<file path="src/hdl/vdib_pkg.sv">
package vdib_pkg;
	localparam int TableDepth = 1024;
	localparam int IdxW = $clog2(TableDepth);
	localparam int CntW = IdxW + 1;
	localparam int FirstUnmerged = 3;
	localparam int OutIdxW = 10;

	typedef struct packed {
		logic [31:0] x;
		logic [31:0] y;
		logic [31:0] z;
	} pos_t;

	// true when two float bit patterns compare equal as floats
	function automatic logic feq(input logic [31:0] a, input logic [31:0] b);
		logic nan_a;
		logic nan_b;
		nan_a = (a[30:23] == 8'hFF) && (a[22:0] != 23'd0);
		nan_b = (b[30:23] == 8'hFF) && (b[22:0] != 23'd0);
		if (nan_a || nan_b) begin
			return 1'b0;
		end
		if (((a | b) & 32'h7FFF_FFFF) == 32'd0) begin
			return 1'b1;
		end
		return a == b;
	endfunction

	function automatic logic pos_eq(input pos_t a, input pos_t b);
		return feq(a.x, b.x) && feq(a.y, b.y) && feq(a.z, b.z);
	endfunction
endpackage

</file>
<file path="src/hdl/vdib_scan.sv">
module vdib_scan import vdib_pkg::*; (
	input  logic clk,
	input  logic arst_n,
	input  logic start,
	input  logic [TableDepth-1:0] hits,
	output logic done,
	output logic found,
	output logic [IdxW-1:0] age
);
	// registered priority search over hit vector, 32 cells a cycle, oldest first
	localparam int Seg = 32;
	localparam int NSeg = (TableDepth + Seg - 1) / Seg;
	localparam int SegW = (NSeg > 1) ? $clog2(NSeg) : 1;

	logic [TableDepth-1:0] hits_q;
	logic busy_q;
	logic [SegW-1:0] seg_q;
	logic [Seg-1:0] part;
	logic phit;
	logic [IdxW-1:0] pidx;

	always_comb begin
		part = '0;
		for (int k = 0; k < Seg; k++) begin
			if (int'(seg_q) * Seg + k < TableDepth) begin
				part[k] = hits_q[int'(seg_q) * Seg + k];
			end
		end
		phit = 1'b0;
		pidx = '0;
		// highest position is the oldest entry: highest index wins
		for (int k = 0; k < Seg; k++) begin
			if (part[k]) begin
				phit = 1'b1;
				pidx = IdxW'(int'(seg_q) * Seg + k);
			end
		end
	end

	always_ff @(posedge clk or negedge arst_n) begin
		if (!arst_n) begin
			busy_q <= 1'b0;
			seg_q <= '0;
			hits_q <= '0;
			done <= 1'b0;
			found <= 1'b0;
			age <= '0;
		end else begin
			done <= 1'b0;
			if (start) begin
				busy_q <= 1'b1;
				seg_q <= SegW'(NSeg - 1);
				hits_q <= hits;
			end else if (busy_q) begin
				if (phit || seg_q == '0) begin
					busy_q <= 1'b0;
					done <= 1'b1;
					found <= phit;
					age <= pidx;
				end else begin
					seg_q <= seg_q - SegW'(1);
				end
			end
		end
	end
endmodule

</file>
<file path="config.mk">
export PLATFORM = sky130hd
export DESIGN_NAME = vdib_scan
export DESIGN_NICKNAME = d
export VERILOG_FILES = /design/src/hdl/vdib_pkg.sv /design/src/hdl/vdib_scan.sv
export SDC_FILE = /design/constraint.sdc
export NUM_CORES = 1
export LEC_CHECK = 0
export BUFFER_PORTS_ARGS = -buffer_cell sky130_fd_sc_hd__buf_2
export CAP_MARGIN = 20
export CELL_PAD_IN_SITES_DETAIL_PLACEMENT = 1
export CELL_PAD_IN_SITES_GLOBAL_PLACEMENT = 1
export CORE_AREA = 2 2 405 407
export CTS_BUF_LIST = sky130_fd_sc_hd__clkbuf_4
export CTS_CLUSTER_DIAMETER = 50
export DETAILED_ROUTE_END_ITERATION = 10
export DIE_AREA = 0 0 407 409
export GPL_ROUTABILITY_DRIVEN = 0
export GPL_TIMING_DRIVEN = 1
export PLACE_DENSITY_LB_ADDON = 0.15
export SYNTH_ARGS = -nofsm -noshare
export SYNTH_HDL_FRONTEND = slang
export SYNTH_SLANG_ARGS = --single-unit
</file>
<file path="constraint.sdc">
create_clock -name clk -period 10.75 [get_ports clk]
set_input_delay 2.15 -clock clk [delete_from_list [all_inputs] [get_ports clk]]
set_output_delay 2.15 -clock clk [all_outputs]
set_load 0.05 [all_outputs]
</file>
## Yosys cells after proc, flatten, opt, wreduce, memory -nomap -nowiden

Cells that the tools add are included.

- Multiplexer cells: 200
- Order comparisons: 64
- $add $sub $neg: 32
- Equal/unequal tests: 1
- Reductions and logical operators: 5
- Bitwise operators: 1

Operator list:

| kind | count |
|---|---|
| 32-bit by 12-bit < comparator with 1-bit output, second input constant | 62 |
| 10-bit 2-to-1 mux | 32 |
| 1-bit binary-select mux with 10-bit select | 31 |
| 10-bit by 5-bit adder with 11-bit output, second input constant | 16 |
| 1-bit 2-to-1 mux | 133 |
| 10-bit by 4-bit adder with 11-bit output, second input constant | 8 |
| 10-bit by 3-bit adder with 11-bit output, second input constant | 4 |
| 10-bit by 2-bit adder with 11-bit output, second input constant | 2 |
| 10-bit by 11-bit < comparator with 1-bit output, second input constant | 2 |
| 5-bit 2-to-1 mux | 3 |
| 10-bit by 1-bit adder with 11-bit output, second input constant | 1 |
| 1-bit binary-select mux with 5-bit select | 1 |
| 5-bit logical NOT | 1 |
| 5-bit by 1-bit subtractor with 5-bit output, second input constant | 1 |
| 3-bit AND reduction | 1 |
| 2-bit != test, second input constant | 1 |
| 2-bit AND reduction | 1 |
| 2-bit nonzero test | 1 |
| 1-bit logical OR | 1 |
| 1-bit inverter | 1 |

- Flip-flop bits (word level): 1,042
- Output and inout port bits: 12
- Logic and storage cells: 309

## Depth between registers and ports, before layout

- Depth after elaboration: 40
- Gate-level depth with buffers: 16

## Worst setup path after synthesis

OpenSTA, ideal clock, no wires.

- Path type: in2reg
- Start: input start
- End: register hits_q[835]
- Slack: 7,009 ps
- Required time: 10,625 ps
- Stages: 5
- Path buffers: 4
- Library setup time: 125 ps
- Data arrival time: 3,616 ps
- Cell sequence: clkbuf_1 clkbuf_1 clkbuf_1 clkbuf_1 mux2_2

RTL lines:

| what | line | text |
|---|---|---|
| from (decl) | vdib_scan.sv:4 | `input logic start,` |
| to (signal assigned) | vdib_scan.sv:53 | `hits_q <= hits;` |
| to (decl) | vdib_scan.sv:15 | `logic [TableDepth-1:0] hits_q;` |

No word-level cell between the ends.

## Final worst setup path

- Start: register seg_q[0]
- End: register age[2]

- Word-level cells in the longest chain between the ends: 38

Ends and longest elaborated chain:

| what | line | text |
|---|---|---|
| from (decl) | vdib_scan.sv:17 | `logic [SegW-1:0] seg_q;` |
| from (signal assigned) | vdib_scan.sv:52 | `seg_q <= SegW'(NSeg - 1);` |
| from (signal assigned) | vdib_scan.sv:61 | `seg_q <= seg_q - SegW'(1);` |
| 10-bit by 1-bit adder with 11-bit output | -- |  |
| 1-bit binary-select mux with 10-bit select | vdib_scan.sv:26 | `part[k] = hits_q[int'(seg_q) * Seg + k];` |
| 1-bit 2-to-1 mux (implied by the code) (2 in a row) | vdib_scan.sv:26 |  |
| 1-bit 2-to-1 mux | vdib_scan.sv:25 | `if (int'(seg_q) * Seg + k < TableDepth) begin` |
| 1-bit 2-to-1 mux (31 in a row) | vdib_scan.sv:33 | `if (part[k]) begin` |
| 1-bit logical OR | vdib_scan.sv:55 | `if (phit \|\| seg_q == '0) begin` |
| 3-bit AND reduction (no line) | -- |  |
| to (signal assigned) | vdib_scan.sv:59 | `age <= pidx;` |
| to (decl) | vdib_scan.sv:8 | `output logic [IdxW-1:0] age` |

Parallel ways exist; a longest one is shown, timed or not. The select of a mux whose other input is x is not followed.
A chain may end at the register's enable or synchronous reset.

==> run summary <==
Status: completed
Met3 wire length: 15300 um
Worst Hold Class: register to register
Cell variety after synth: 71
Area growth syn-to-layout: 24.3%
Clock transition at the registers of the reported paths: 0.06 ns
Worst endpoint required time: 11.93 ns
Layout net count: 5255
Crit Reg-Reg Startpoint: seg_q[0]$_DFFE_PN0P_
Final Util: 0.364
# setup viols final: 0
Syn Area/Cell: 15.7 um2
DR vias/cell: 4.98
Kind of critical path: register to register
Ys async rst share: 1.00
Peak Freq: 0.173 GHz
Vias in the first global route: 36200
Site Rows: 148
Critical Path, Cell by Cell: buf_4 -> buf_4 -> mux4_2 -> a22o_1 -> a221oi_1 -> a31oi_1 -> nor4_2 -> nand3_2 -> o31ai_2 -> buf_6 -> inv_2 -> mux2_2
Share of cells above drive strength 1: 0.648
DRT Pass-1 Iters: 5
Clk Latency, worst-skew pair: 1.37 ns
GRT Util Overall: 0.237
Post-synth top flop: dfrtp_1
Commonest non-fill, non-tap cells in the layout: mux2_2 (1041), dfrtp_1 (1038), buf_2 (1037), clkbuf_4 (472), mux4_2 (230)
Tcrit/Tclk final: 0.537
Slew @ Worst Pin: 1.12 ns
Setup_tns: 0 ns
Post-CTS setup buffers: 0
Placed inst area: 54900 um2
Reg2reg path depth: 12
Die Ht: 409 um
Depth of the CTS H-tree: 5
DR WL met2: 99400 um
Max Slew Vio Count: 0
Hold Startpoint: age[0]$_DFFE_PN0P_
Drt wl/cell: 29.7 um
Number of synthesized flops with an enable pin: 0
Port bufs: 1038
Core Box Area: 162000 um2
Seq/Total Area, Yosys: 0.550
Starting DRC count in detailed routing: 1833
Crit path max fanout: 32
Sink Count: 1042
Top Layer Used: met5
Cells after synthesis: 3014
RSZ-0062 raised after global routing: no
Num CTS Buffers: 335
WHS Endpoint: age[0]$_DFFE_PN0P_
IO Count: 1039
Fillers: 17300
Hold Slack: 0.491 ns
Post-synth top area share: 0.550
Clock Path Buffers: 4
Global-route wire length before repair: 276000 um
Worst slack, placed: 4.89 ns
Slew HR: 0.245
Yosys top cell by area: dfrtp_1
Full die area: 166000 um2
Root buffer cell: clkbuf_4
CP most frequent cell: buf_4
Antenna violations before repair: 258
Commonest non-fill, non-tap cell in the layout: mux2_2
Starting density of the core: 0.293
Post-Route WL: 199000 um
CTS tree: built
Die width: 407 um
Leak: 0.0263 uW
Synth warnings: 0
Yosys reg bits: 1042
Via Count: 33300
Crit end category: register
Maximum vdd ir drop: 0.110 mV
Hold path depth: 2
CP peak stage delay: 0.72 ns
ANT nets after route: 0
Syn_nets: 4043
Final hold vios: 0
CP Launch Type: register
HPWL Detailed: 149000 um
Final worst slack: 4.97 ns
Design Area, Final: 58900 um2
Reg2reg setup slack: 4.97 ns
M1 wire length: 75600 um
Reg-to-Reg End: age[2]$_DFFE_PN0P_
Top cells by area, synth: dfrtp_1 (55%), mux2_2 (25%), mux4_2 (11%)
Grt ovf: 0
Crit-path slowest cell: dfrtp_4
Pin count of the biggest net entering global routing: 169
Minimum clock period: 5.78 ns
Max Clock Skew: 0.0901 ns
Post_cts resized: 0
Arrival time worst endpoint: 6.96 ns
Post-route DRC: 0
Power per cell area: 163 nW/um2
Post-synthesis cell area: 47400 um2
CTS Hold Buffers Added: 0
Max-cap violations: 0
-- sequential cells by signal (all words and copies together), names as in the netlist --
| register | flops |
|---|---|
| hits_q | 1024 |
| age | 10 |
| seg_q | 5 |
| busy_q | 1 |
| found | 1 |
| done | 1 |
-- cells in the mapped netlist, types with 5 or more instances --
library cell and number:
o221ai_1 5, buf_6 13, buf_2 18, dfrtp_1 1042, nor2b_1 5, buf_4 13
nand2b_1 5, a211oi_1 7, a22oi_1 49, inv_1 7, a21oi_1 16, nor4_1 8
a22o_1 20, or4_1 5, nor2_1 30, clkbuf_1 151, buf_1 16, mux2_2 1041
o21ai_0 22, nand4_1 7, mux2i_1 105, nor3_1 15, mux4_2 230, a31oi_1 11
o22ai_1 8, nand3_1 15, and2_1 5, a221oi_1 9, nand2_1 57
-- how the worst max path moves through the flow --
stage | from | endpoint | slack, ns | depth (start not counted)
final | seg_q[0]$_DFFE_PN0P_ | age[2]$_DFFE_PN0P_ | 4.97 | 12
after global placement | seg_q[0]$_DFFE_PN0P_ | age[2]$_DFFE_PN0P_ | 4.63 | 11
after global routing | seg_q[0]$_DFFE_PN0P_ | age[2]$_DFFE_PN0P_ | 4.66 | 12
after detailed placement | seg_q[0]$_DFFE_PN0P_ | age[2]$_DFFE_PN0P_ | 4.89 | 12
after CTS | seg_q[0]$_DFFE_PN0P_ | age[2]$_DFFE_PN0P_ | 4.89 | 12
after floorplan | start | hits_q[835]$_DFFE_PN0P_ | 7.01 | 5
-- report_power, final --
group | internal [uW] | leakage (uW) | total [uW] | switching [uW]
combinational | 674 | 0.0119 | 1220 | 545
clock | 2010 | 0.00229 | 3850 | 1840
sequential | 4320 | 0.0122 | 4550 | 233
-- cell families after synthesis --
family                     synth area share
and+or+nand+nor                      0.0205
buffers and inverters                0.0214
xor gates and xnor gates           0.000185
muxes                                 0.379
AOI/OAI and AO/OA                    0.0290
adders and majority gates          0.000528
DFF                                   0.550
-- layout make-up --
| class | count | area, um2 | area share |
|---|---|---|---|
| well taps | 2175 | 2720 | 0.0462 |
| repair buffers | 1087 | 5720 | 0.0971 |
| clock inverters | 60 | 258 | 0.00437 |
| clock buffers | 472 | 3540 | 0.0601 |
| multi-input cells | 1750 | 20400 | 0.346 |
| diodes | 81 | 203 | 0.00344 |
| inverters | 10 | 40.0 | 0.000679 |
| flip-flops and latches | 1042 | 26100 | 0.443 |
-- per-layer routing --
layer | global-route usage | vias up
li1 | - | 14100
met5 | 0 | -
met3 | 0.0837 | 676
met1 | 0.271 | 17100
met2 | 0.404 | 1282
met4 | 0.0904 | 144
-- worst max-delay path, delay by kind of cell (launching register included) --
family,cells,cell delay (ns)
AOI/OAI and AO/OA,4,1.84
muxes,2,0.88
buffers and inverters,4,1.48
DFF,1,0.72
and+or+nand+nor,2,0.69
-- per-stage QoR --
step                      cells  power (uW)
after floorplan            3014        5230
after global placement     6058        5840
after detailed placement   6064        5860
after CTS                  6596        9820
after global routing       6650       10200
final                      6677        9620
Power figures use the tool's default switching activity.
