==> config.mk <==
export PLATFORM = sky130hd
export DESIGN_NAME = vdib_cell
export DESIGN_NICKNAME = d
export VERILOG_FILES = /design/src/hdl/vdib_pkg.sv /design/src/hdl/vdib_cell.sv
export SDC_FILE = /design/constraint.sdc
export NUM_CORES = 1
export LEC_CHECK = 0
export CAP_MARGIN = 40
export CORE_AREA = 4 4 113 115
export CTS_CLUSTER_SIZE = 20
export DETAILED_ROUTE_END_ITERATION = 8
export DIE_AREA = 0 0 117 119
export DONT_BUFFER_PORTS = 1
export GPL_ROUTABILITY_DRIVEN = 0
export PLACE_DENSITY = 0.7
export SLEW_MARGIN = 20
export SYNTH_ARGS = -nofsm -noshare
export SYNTH_HDL_FRONTEND = slang
export SYNTH_SLANG_ARGS = --single-unit
==> constraint.sdc <==
create_clock -name clk -period 4.6 [get_ports clk]
set_clock_uncertainty 0.15 [all_clocks]
set_input_delay 1.38 -clock clk [delete_from_list [all_inputs] [get_ports clk]]
set_output_delay 1.38 -clock clk [all_outputs]
set_load 0.02 [all_outputs]
==> src/hdl/vdib_pkg.sv <==
package vdib_pkg;
	localparam int TableDepth = 1024;
	localparam int IdxW = $clog2(TableDepth);
	localparam int CntW = IdxW + 1;
	localparam int FirstUnmerged = 3;
	localparam int OutIdxW = 10;

	typedef struct packed {
		logic [31:0] x;
		logic [31:0] y;
		logic [31:0] z;
	} pos_t;

	// true when two float bit patterns compare equal as floats
	function automatic logic feq(input logic [31:0] a, input logic [31:0] b);
		logic nan_a;
		logic nan_b;
		nan_a = (a[30:23] == 8'hFF) && (a[22:0] != 23'd0);
		nan_b = (b[30:23] == 8'hFF) && (b[22:0] != 23'd0);
		if (nan_a || nan_b) begin
			return 1'b0;
		end
		if (((a | b) & 32'h7FFF_FFFF) == 32'd0) begin
			return 1'b1;
		end
		return a == b;
	endfunction

	function automatic logic pos_eq(input pos_t a, input pos_t b);
		return feq(a.x, b.x) && feq(a.y, b.y) && feq(a.z, b.z);
	endfunction
endpackage

==> src/hdl/vdib_cell.sv <==
module vdib_cell import vdib_pkg::*; (
	input  logic clk,
	input  logic arst_n,
	input  logic clear,
	input  logic shift,
	input  pos_t prev_pos,
	input  logic prev_vld,
	input  pos_t key,
	output pos_t pos,
	output logic vld,
	output logic hit
);
	pos_t pos_q;
	logic vld_q;

	// entries shift toward the tail; cell 0 takes the newest
	always_ff @(posedge clk or negedge arst_n) begin
		if (!arst_n) begin
			vld_q <= 1'b0;
		end else if (clear) begin
			vld_q <= 1'b0;
		end else if (shift) begin
			vld_q <= prev_vld;
		end
	end

	always_ff @(posedge clk) begin
		if (shift) begin
			pos_q <= prev_pos;
		end
	end

	assign pos = pos_q;
	assign vld = vld_q;
	assign hit = vld_q && pos_eq(pos_q, key);
endmodule

=== Word-level counts from Yosys, hierarchy flattened ===
Index checks and enable logic that the tools add are counted.

* Equal/unequal tests: 9
* Bitwise logic cells: 3
* Mux-type cells: 23
* Reduce and logical (&&, ||, !) cells: 22

{| class="wikitable"
|+ Operator list
! cell !! count
|-
| $reduce_bool A23 Y1 || 6
|-
| $eq A32 B32 Y1 || 3
|-
| $logic_not A32 Y1 || 3
|-
| $or A31 B31 Y31 || 3
|-
| $eq A8 B8 Y1 const B || 6
|-
| $mux W1 || 23
|-
| $logic_and A1 B1 Y1 || 9
|-
| $logic_or A1 B1 Y1 || 3
|-
| $reduce_bool A2 Y1 || 1
|}

* Register bits: 97
* Output and inout port bits: 98
* Logic and storage cells: 61

=== Depth between registers and ports, before layout ===
Gate-level depths: netlist (run 1).

* Word-level depth: 10
* Depth in mapped cells: 7
* Mapped depth without buffers: 7

=== Worst setup path after synthesis (run 1) ===
Ideal clock, no wire load.

* Path type: input port to output port
* From: in key[88] (netlist bit)
* To: out hit
* Path slack: 0.154 ns
* Stages on the path: 7
* Required time: 3.070 ns
* Arrival time: 2.916 ns
* Buffers on the path: 0
* Cells stage by stage: inv_1 ha_1 nand4_1 or4_1 nor4_1 o22ai_1 nor4_2

* Cells in the longest elaborated chain, start to end: 9

{| class="wikitable"
|+ RTL lines
! element !! line !! source
|-
| from (decl) || vdib_cell.sv:8 || <nowiki>input pos_t key,</nowiki>
|-
| $or A31 B31 Y31 || vdib_pkg.sv:23 || <nowiki>if (((a | b) & 32'h7FFF_FFFF) == 32'd0) begin</nowiki>
|-
| $logic_not A32 Y1 || vdib_pkg.sv:23 ||
|-
| $mux W1 (2 in a row) || vdib_pkg.sv:23 ||
|-
| $mux W1 || vdib_pkg.sv:26 || <nowiki>return a == b;</nowiki>
|-
| $mux W1 * || vdib_pkg.sv:23 ||
|-
| $logic_and A1 B1 Y1 * (2 in a row) || vdib_pkg.sv:30 || <nowiki>return feq(a.x, b.x) && feq(a.y, b.y) && feq(a.z, b.z);</nowiki>
|-
| $logic_and A1 B1 Y1 * || vdib_cell.sv:35 || <nowiki>assign hit = vld_q && pos_eq(pos_q, key);</nowiki>
|-
| to (decl) || vdib_cell.sv:11 || <nowiki>output logic hit</nowiki>
|}

Mark *: on every way between the ends. The rest lies on a longest branch, timed or not. The select of a mux whose other input is x is not followed.

=== Worst setup path after layout (run 1) ===
* From: in key[65] (netlist bit)
* To: out hit

The elaborated chain is that of the path after synthesis.

==> impl_results.md, run 1 <==
- Status: completed
- Worst Path Buf+Inv: 3
- Fill cells: 1,011
- Crit-path most repeated cell: buf_4
- Worst slew pin tran: 0.4718 ns
- Clock latency on the worst-skew pair: 0.34 ns
- GRT Total Usage: 21.94%
- Largest net degree at the start of global routing: 98
- Final hold vios: 0
- CP arrival: 2.95 ns
- Synth area leader: edfxtp_1
- I/O Pins: 295
- Final wirelength: 15,530 um
- Vias per inst: 5.772
- Synthesis-to-layout area growth: 9.923%
- Hold_ws: 0.5747 ns
- Pwr Total: 2.145 mW
- Clock slew at reported path FFs: 0.06 ns
- Placed Cells: 673
- Sequential-to-total area share from yosys stat: 51.47%
- Die X: 117 um
- Core area: 11,810 um2
- Fmax: 223.1 MHz
- Post-synth EDFFs: 96
- Max_slew headroom: 68.26%
- Fraction of synthesized cell area in xor and xnor cells: 0.4651%
- Initial antenna violation count: 0
- Fin area: 6210 um2
- Total number of vias: 3,977
- Max Root-Sink Buffers: 2
- Most frequent cell after synthesis: inv_1
- Setup Fix Bufs, Post-CTS: 0
- Critical path endpoint category: output port
- TritonRoute pass-1 iters: 5
- Die area: 13,920 um2
- Final setup violation count: 0
- Most frequent cells after synthesis: 186 x inv_1, 96 x edfxtp_1, 93 x ha_1
- GRT Residual Overflow: 0
- Root buffer cell: clkbuf_16
- Max_cap viols: 0
- Mux cell area share after synthesis: 0.1772%
- DRC: 0
- Non-filler cells in the finished layout: 689
- Post-Syn Instances: 523
- Peak supply drop: 252.7 uV
- CP max FO: 2
- Initial Util: 47.83%
- Count of input and output buffers: 0
- Minimum clock period: 4.482 ns
- CTS tree: built
- Placement Setup Slack: -0.06142 ns
- Yosys warns: 0
- Adder-cell share of the synthesized area: 20.60%
- Post-DRT Antenna Nets: 0
- Largest family of logic cells by synthesized area: adder cells
- Synth Area in Simple Gates: 14.13%
- Synthesized cell area: 5649 um2
- Final period util: 97.44%
- Critical path launch point: key[65]
- Crit Path Class: primary input to output port
- Detailed-route wire length per cell: 22.54 um
- Clk sink count: 97
- Post-Syn Area per Cell: 10.80 um2
- Iter 0 DRT Violations: 154
- Register bit total from synthesis: 97
- Slowest stage delay, CP: 0.53 ns
- Vias in the first global route: 4,329
- # rows: 40
- Final WS setup: 0.1177 ns
- Power density cells: 345.5 nW/um2
- CTS buffer count: 9
- DP HPWL: 13,350 um
- Syn nets: 813
- CP Launch Type: primary input
- Crit-path slowest cell: or4_4
- Layout cells sized above 1: 4.797%
- Utilization after layout: 52.57%
- Share of the synthesized area in the top cell type: 51.03%
- Worst r2r src: vld$_DFFE_PN0P_
- Max-slew violations: 0
- Placed inst area: 5856 um2
- Cell breakdown of the critical path: inv_1 > ha_1 > nand4_1 > or4_4 > nor4_4 > buf_4 > o22ai_1 > nor4_2 > buf_4
- Most used DFF post-synth: edfxtp_1
- ANT cells: 0
- CP top delay family: simple AND/OR/NAND/NOR gates
- Distinct cells, synth: 19
- Ys async rst share: 1.031%
- H-tree levels: 3
- Worst min path class: primary input to asynchronous set/reset pin
- Die height: 119 um
- Area contributors post-synth: edfxtp_1 51%, ha_1 21%, inv_1 12%
- Worst Path Required: 3.07 ns
- Global-route wire length before repair: 22,890 um
- P_leak: 2.929 nW
- Post-synthesis compound-gate area fraction: 0.7973%
- Setup TNS: 0 ns
- Nets@finish: 827
==> worst paths after layout <==
check	slack (ns)	cells past startpoint	end
max	0.12	9	hit
min	0.57	0	vld$_DFFE_PN0P_
max reg2reg	3.59	2	vld$_DFFE_PN0P_
min reg2reg	0.63	2	vld$_DFFE_PN0P_
max in group asynchronous	3.66	0	vld$_DFFE_PN0P_
min in group clk	0.63	2	vld$_DFFE_PN0P_
==> power by group <==
part / switching (mW) / internal [mW]
clock: 0.317 / 0.439
sequential: 0.160 / 1.06
combinational: 0.0951 / 0.0790
total: 0.571 / 1.57
==> registers in the layout, summed over array words and instances, names as in the netlist <==
name / cells
vld: 1
pos: 96
==> final cells by class <==
class / instances / area, um2 / area share (%)
clock buffer: 12 / 246.5 / 3.969
clock inverter: 4 / 52.55 / 0.8463
inverter: 186 / 698.2 / 11.24
tap: 147 / 183.9 / 2.962
multi-input combinational: 240 / 2098 / 33.79
timing repair buffer: 3 / 22.52 / 0.3627
sequential: 97 / 2908 / 46.83
==> routing by layer <==
metal | track usage, % | share of wire (%) | vias to the layer above
met2 | 39.69 | 53 | 233
met1 | 21.92 | 34 | 1877
met4 | 6.953 | 1.4 | 0
met5 | 0 | 0 | -
met3 | 10.06 | 12 | 19
li1 | - | - | 1848
==> repair_timing <==
action / in CTS / in global routing
hold buffers: 0 / 0
resized for setup: 1 / 8
pin swaps: 1 / 0
endpoints found under the hold margin: 0 / 0
endpoints found under the setup margin: 1 / 1
==> cell families after synthesis <==
family / Yosys count
AO/OA/AOI/OAI: 8
XOR/XNOR: 3
flip-flops: 97
multiplexers: 1
adder cells (fa/ha/maj): 93
buffers and inverters: 186
AND/OR/NAND/NOR: 135
==> cell usage in the layout, fill, tap and decap left out <==
cell type,instances
buf_4,3
and4_1,2
or4_4,1
nor4_2,6
o311ai_1,1
clkbuf_8,1
o22ai_1,1
bufinv_16,1
inv_6,1
nor3_2,1
nor4_1,49
or4_1,1
dfrtp_1,1
clkinv_4,1
nor2_1,7
clkbuf_1,2
nand3_1,4
edfxtp_1,96
ha_1,93
mux2i_1,1
nand2_1,9
clkinv_2,1
xnor2_1,3
o21ai_0,5
nor4_4,1
nand4_1,43
nor3_1,11
inv_1,186
a21oi_1,1
clkbuf_16,9
==> worst register-to-register path, stage by stage, from the launching register on <==
cell	delay (ns)
dfrtp_1	0.51
mux2i_1	0.18
nor2_1	0.06
No activity file was read; power rests on OpenSTA's default activity.
==> inputs of run 2 (changes only) <==
Settings changed: ABC_AREA set to 1, CORE_AREA 4 4 113 115 to 4 4 114 116, DIE_AREA 0 0 117 119 to 0 0 118 120, PLACE_DENSITY 0.7 to 0.73.
==> impl_results.md, run 2 <==
- Status: completed
- Worst slew pin tran: 0.3927 ns (-0.07907 ns)
- Leading cell type in the layout, fill and taps excluded: inv_1
- Worst Path Required: 3.07 ns (about the same)
- Max-slew violations: 0 (unchanged)
- Max_cap viols: 0 (unchanged)
- Synth Area in Simple Gates: 20.58% (+6.4 points)
- Reg2Reg Depth: 2 (unchanged)
- Cts hold-fix bufs: 0 (unchanged)
- CTS buffer count: 9 (unchanged)
- Peak supply drop: 258.1 uV (+2.1%)
- Commonest cells after routing, fill and taps aside: 199 x inv_1, 152 x nor2_1, 96 x edfxtp_1, 95 x nand2_1, 93 x ha_1
- Initial Util: 51.10% (+3.3 points)
- Nets@finish: 996 (+20%)
- Final wirelength: 16,180 um (+4.2%)
- Layout cells sized above 1: 1.972% (-2.8 points)
- RSZ-0062 raised after global routing: false
- Root buffer cell: clkbuf_16
- Post-DRT Antenna Nets: 0 (unchanged)
- Fmax: 232.0 MHz (+4.0%)
- Minimum clock period: 4.310 ns (-0.1724 ns)
- Worst min path class: primary input to asynchronous set/reset pin
- Final WS setup: 0.2902 ns (+0.1724 ns)
- Initial antenna violation count: 0 (unchanged)
- Setup Fix Bufs, Post-CTS: 0 (unchanged)
- TritonRoute pass-1 iters: 4 (-1)
- Post-synth EDFFs: 96 (unchanged)
- Ys async rst share: 1.031% (unchanged)
- Most frequent cell after synthesis: inv_1
- Clock slew at reported path FFs: 0.07 ns (about the same)
- Share of the synthesized area in the top cell type: 47.36% (-3.7 points)
- Critical path launch point: key[29]
- Pwr Total: 2.194 mW (+2.3%)
- DP HPWL: 13,970 um (+4.7%)
- Die height: 120 um (+0.84%)
- Final setup violation count: 0 (unchanged)
- Die X: 118 um (+0.85%)
- CTS tree: built
- ANT cells: 0 (unchanged)
- Crit Path Class: primary input to output port
- Die area: 14,160 um2 (+1.7%)
- Area contributors post-synth: edfxtp_1 47%, ha_1 19%, inv_1 12%
- Register bit total from synthesis: 97 (unchanged)
- Post-Syn Instances: 695 (+33%)
- Synthesis-to-layout area growth: 7.975%
- Critical path endpoint category: output port
- Synth area leader: edfxtp_1
- Core area: 11,910 um2 (+0.85%)
- Mux cell area share after synthesis: 0% (-0.18 points)
- Fraction of synthesized cell area in xor and xnor cells: 0.1439% (-0.32 points)
- Final hold vios: 0 (unchanged)
- Max reg flops: 96 (unchanged)
- Final period util: 93.69% (-3.7 points)
- DRC: 0 (unchanged)
- Vias in the first global route: 4,778 (+10%)
- Distinct cells, synth: 14 (-5)
- Clk sink count: 97 (unchanged)
- Adder-cell share of the synthesized area: 19.12% (-1.5 points)
- Syn nets: 985 (+21%)
- Post-Syn Area per Cell: 8.758 um2 (-19%)
- Power density cells: 333.9 nW/um2 (-3.4%)
- Slowest stage delay, CP: 0.30 ns (-0.23 ns)
- Clock latency on the worst-skew pair: 0.35 ns (about the same)
- Yosys warns: 0 (unchanged)
- GRT Residual Overflow: 0 (unchanged)
- Count of input and output buffers: 0 (unchanged)
- Most used DFF post-synth: edfxtp_1
- Post-synthesis compound-gate area fraction: 0.1233% (-0.67 points)
- Worst Path Buf+Inv: 1 (-2)
- Worst r2r src: vld$_DFFE_PN0P_
- Stages on worst setup path: 9 (unchanged)
- Max Root-Sink Buffers: 2 (unchanged)
- Vias per inst: 5.200 (-9.9%)
- Synthesized cell area: 6087 um2 (+7.8%)
- # rows: 40 (unchanged)
- CP arrival: 2.78 ns (-0.17 ns)
- I/O Pins: 295 (unchanged)
- CP Launch Type: primary input
- Most frequent cells after synthesis: 199 x inv_1, 152 x nor2_1, 96 x edfxtp_1
- Detailed-route wire length per cell: 18.88 um (-16%)
- CP max FO: 2 (unchanged)
- Cts repair resizes: 0 (-1)
- H-tree levels: 3 (unchanged)
- Sequential-to-total area share from yosys stat: 47.77% (-3.7 points)
- Max_slew headroom: 73.82% (+5.6 points)
- Global-route wire length before repair: 24,210 um (+5.8%)
- Iter 0 DRT Violations: 265 (+72%)
- Cell breakdown of the critical path: inv_1 > ha_1 > nor3_1 > nand2_1 > nor2_1 > nand3_1 > nand2_1 > nand3_1 > nor2_2
- Placement Setup Slack: 0.2471 ns (+0.3085 ns)
- Crit-path slowest cell: nor2_2
- Total number of vias: 4,456 (+12%)
- CP top delay family: simple AND/OR/NAND/NOR gates
- Largest family of logic cells by synthesized area: simple AND/OR/NAND/NOR gates
- P_leak: 3.271 nW (+12%)
- GRT Total Usage: 22.37% (+0.43 points)
- Setup TNS: 0 ns (unchanged)
- Largest net degree at the start of global routing: 99 (+1.0%)
## run 2: report_power, final
part,switching (mW),internal [mW]
clock,0.305,0.471
sequential,0.155,1.06
combinational,0.117,0.0889
## run 2: kinds of logic (layout without fill, tap and decap cells)
group                      after synthesis  in the layout
buffers and inverters                  199            214
adders and majority gates               93             93
xor gates and xnor gates                 1              1
DFF                                     97             97
and+or+nand+nor                        304            304
AOI/OAI and AO/OA                        1              1
## run 2: final cells by class
class	count	area, um2
Tap cell	147	183.9
Multi-Input combinational cell	399	2432
Fill cell	1015	5339
Inverter	199	747.0
Clock buffer	11	232.7
Sequential cell	97	2908
Clock inverter	4	68.82
## run 2: per-stage QoR
step	cells	instance area (um2)	hold WS [ns]	util [%]
floorplan	695	6087	0.5015	-
global placement	842	6271	0.6230	52.65
detailed placement	842	6271	0.6708	52.65
CTS	857	6573	0.5597	55.18
global route	857	6573	0.5597	55.18
finish	857	6573	0.5715	55.18
## run 2: worst reg2reg max path, cell delays in order, from the launching register on
cell      delay (ns)
dfrtp_1         0.54
nor2_1          0.11
a211oi_1        0.33
## run 2: path summary, 6_finish.rpt
| path | to | slack (ns) |
|---|---|---|
| max reg2reg | vld$_DFFE_PN0P_ | 3.33 |
| max | hit | 0.29 |
| min in group clk | vld$_DFFE_PN0P_ | 0.68 |
| max in group asynchronous | vld$_DFFE_PN0P_ | 3.66 |
| min reg2reg | vld$_DFFE_PN0P_ | 0.68 |
| min | vld$_DFFE_PN0P_ | 0.57 |
## run 2: layer usage
metal / vias up / wire length [um] / GRT usage (%)
li1: 2186 / - / -
met1: 2042 / 5406 / 20.55
met2: 202 / 8691 / 42.90
met3: 26 / 1653 / 9.472
met4: 0 / 427 / 9.377
met5: - / 0 / 0
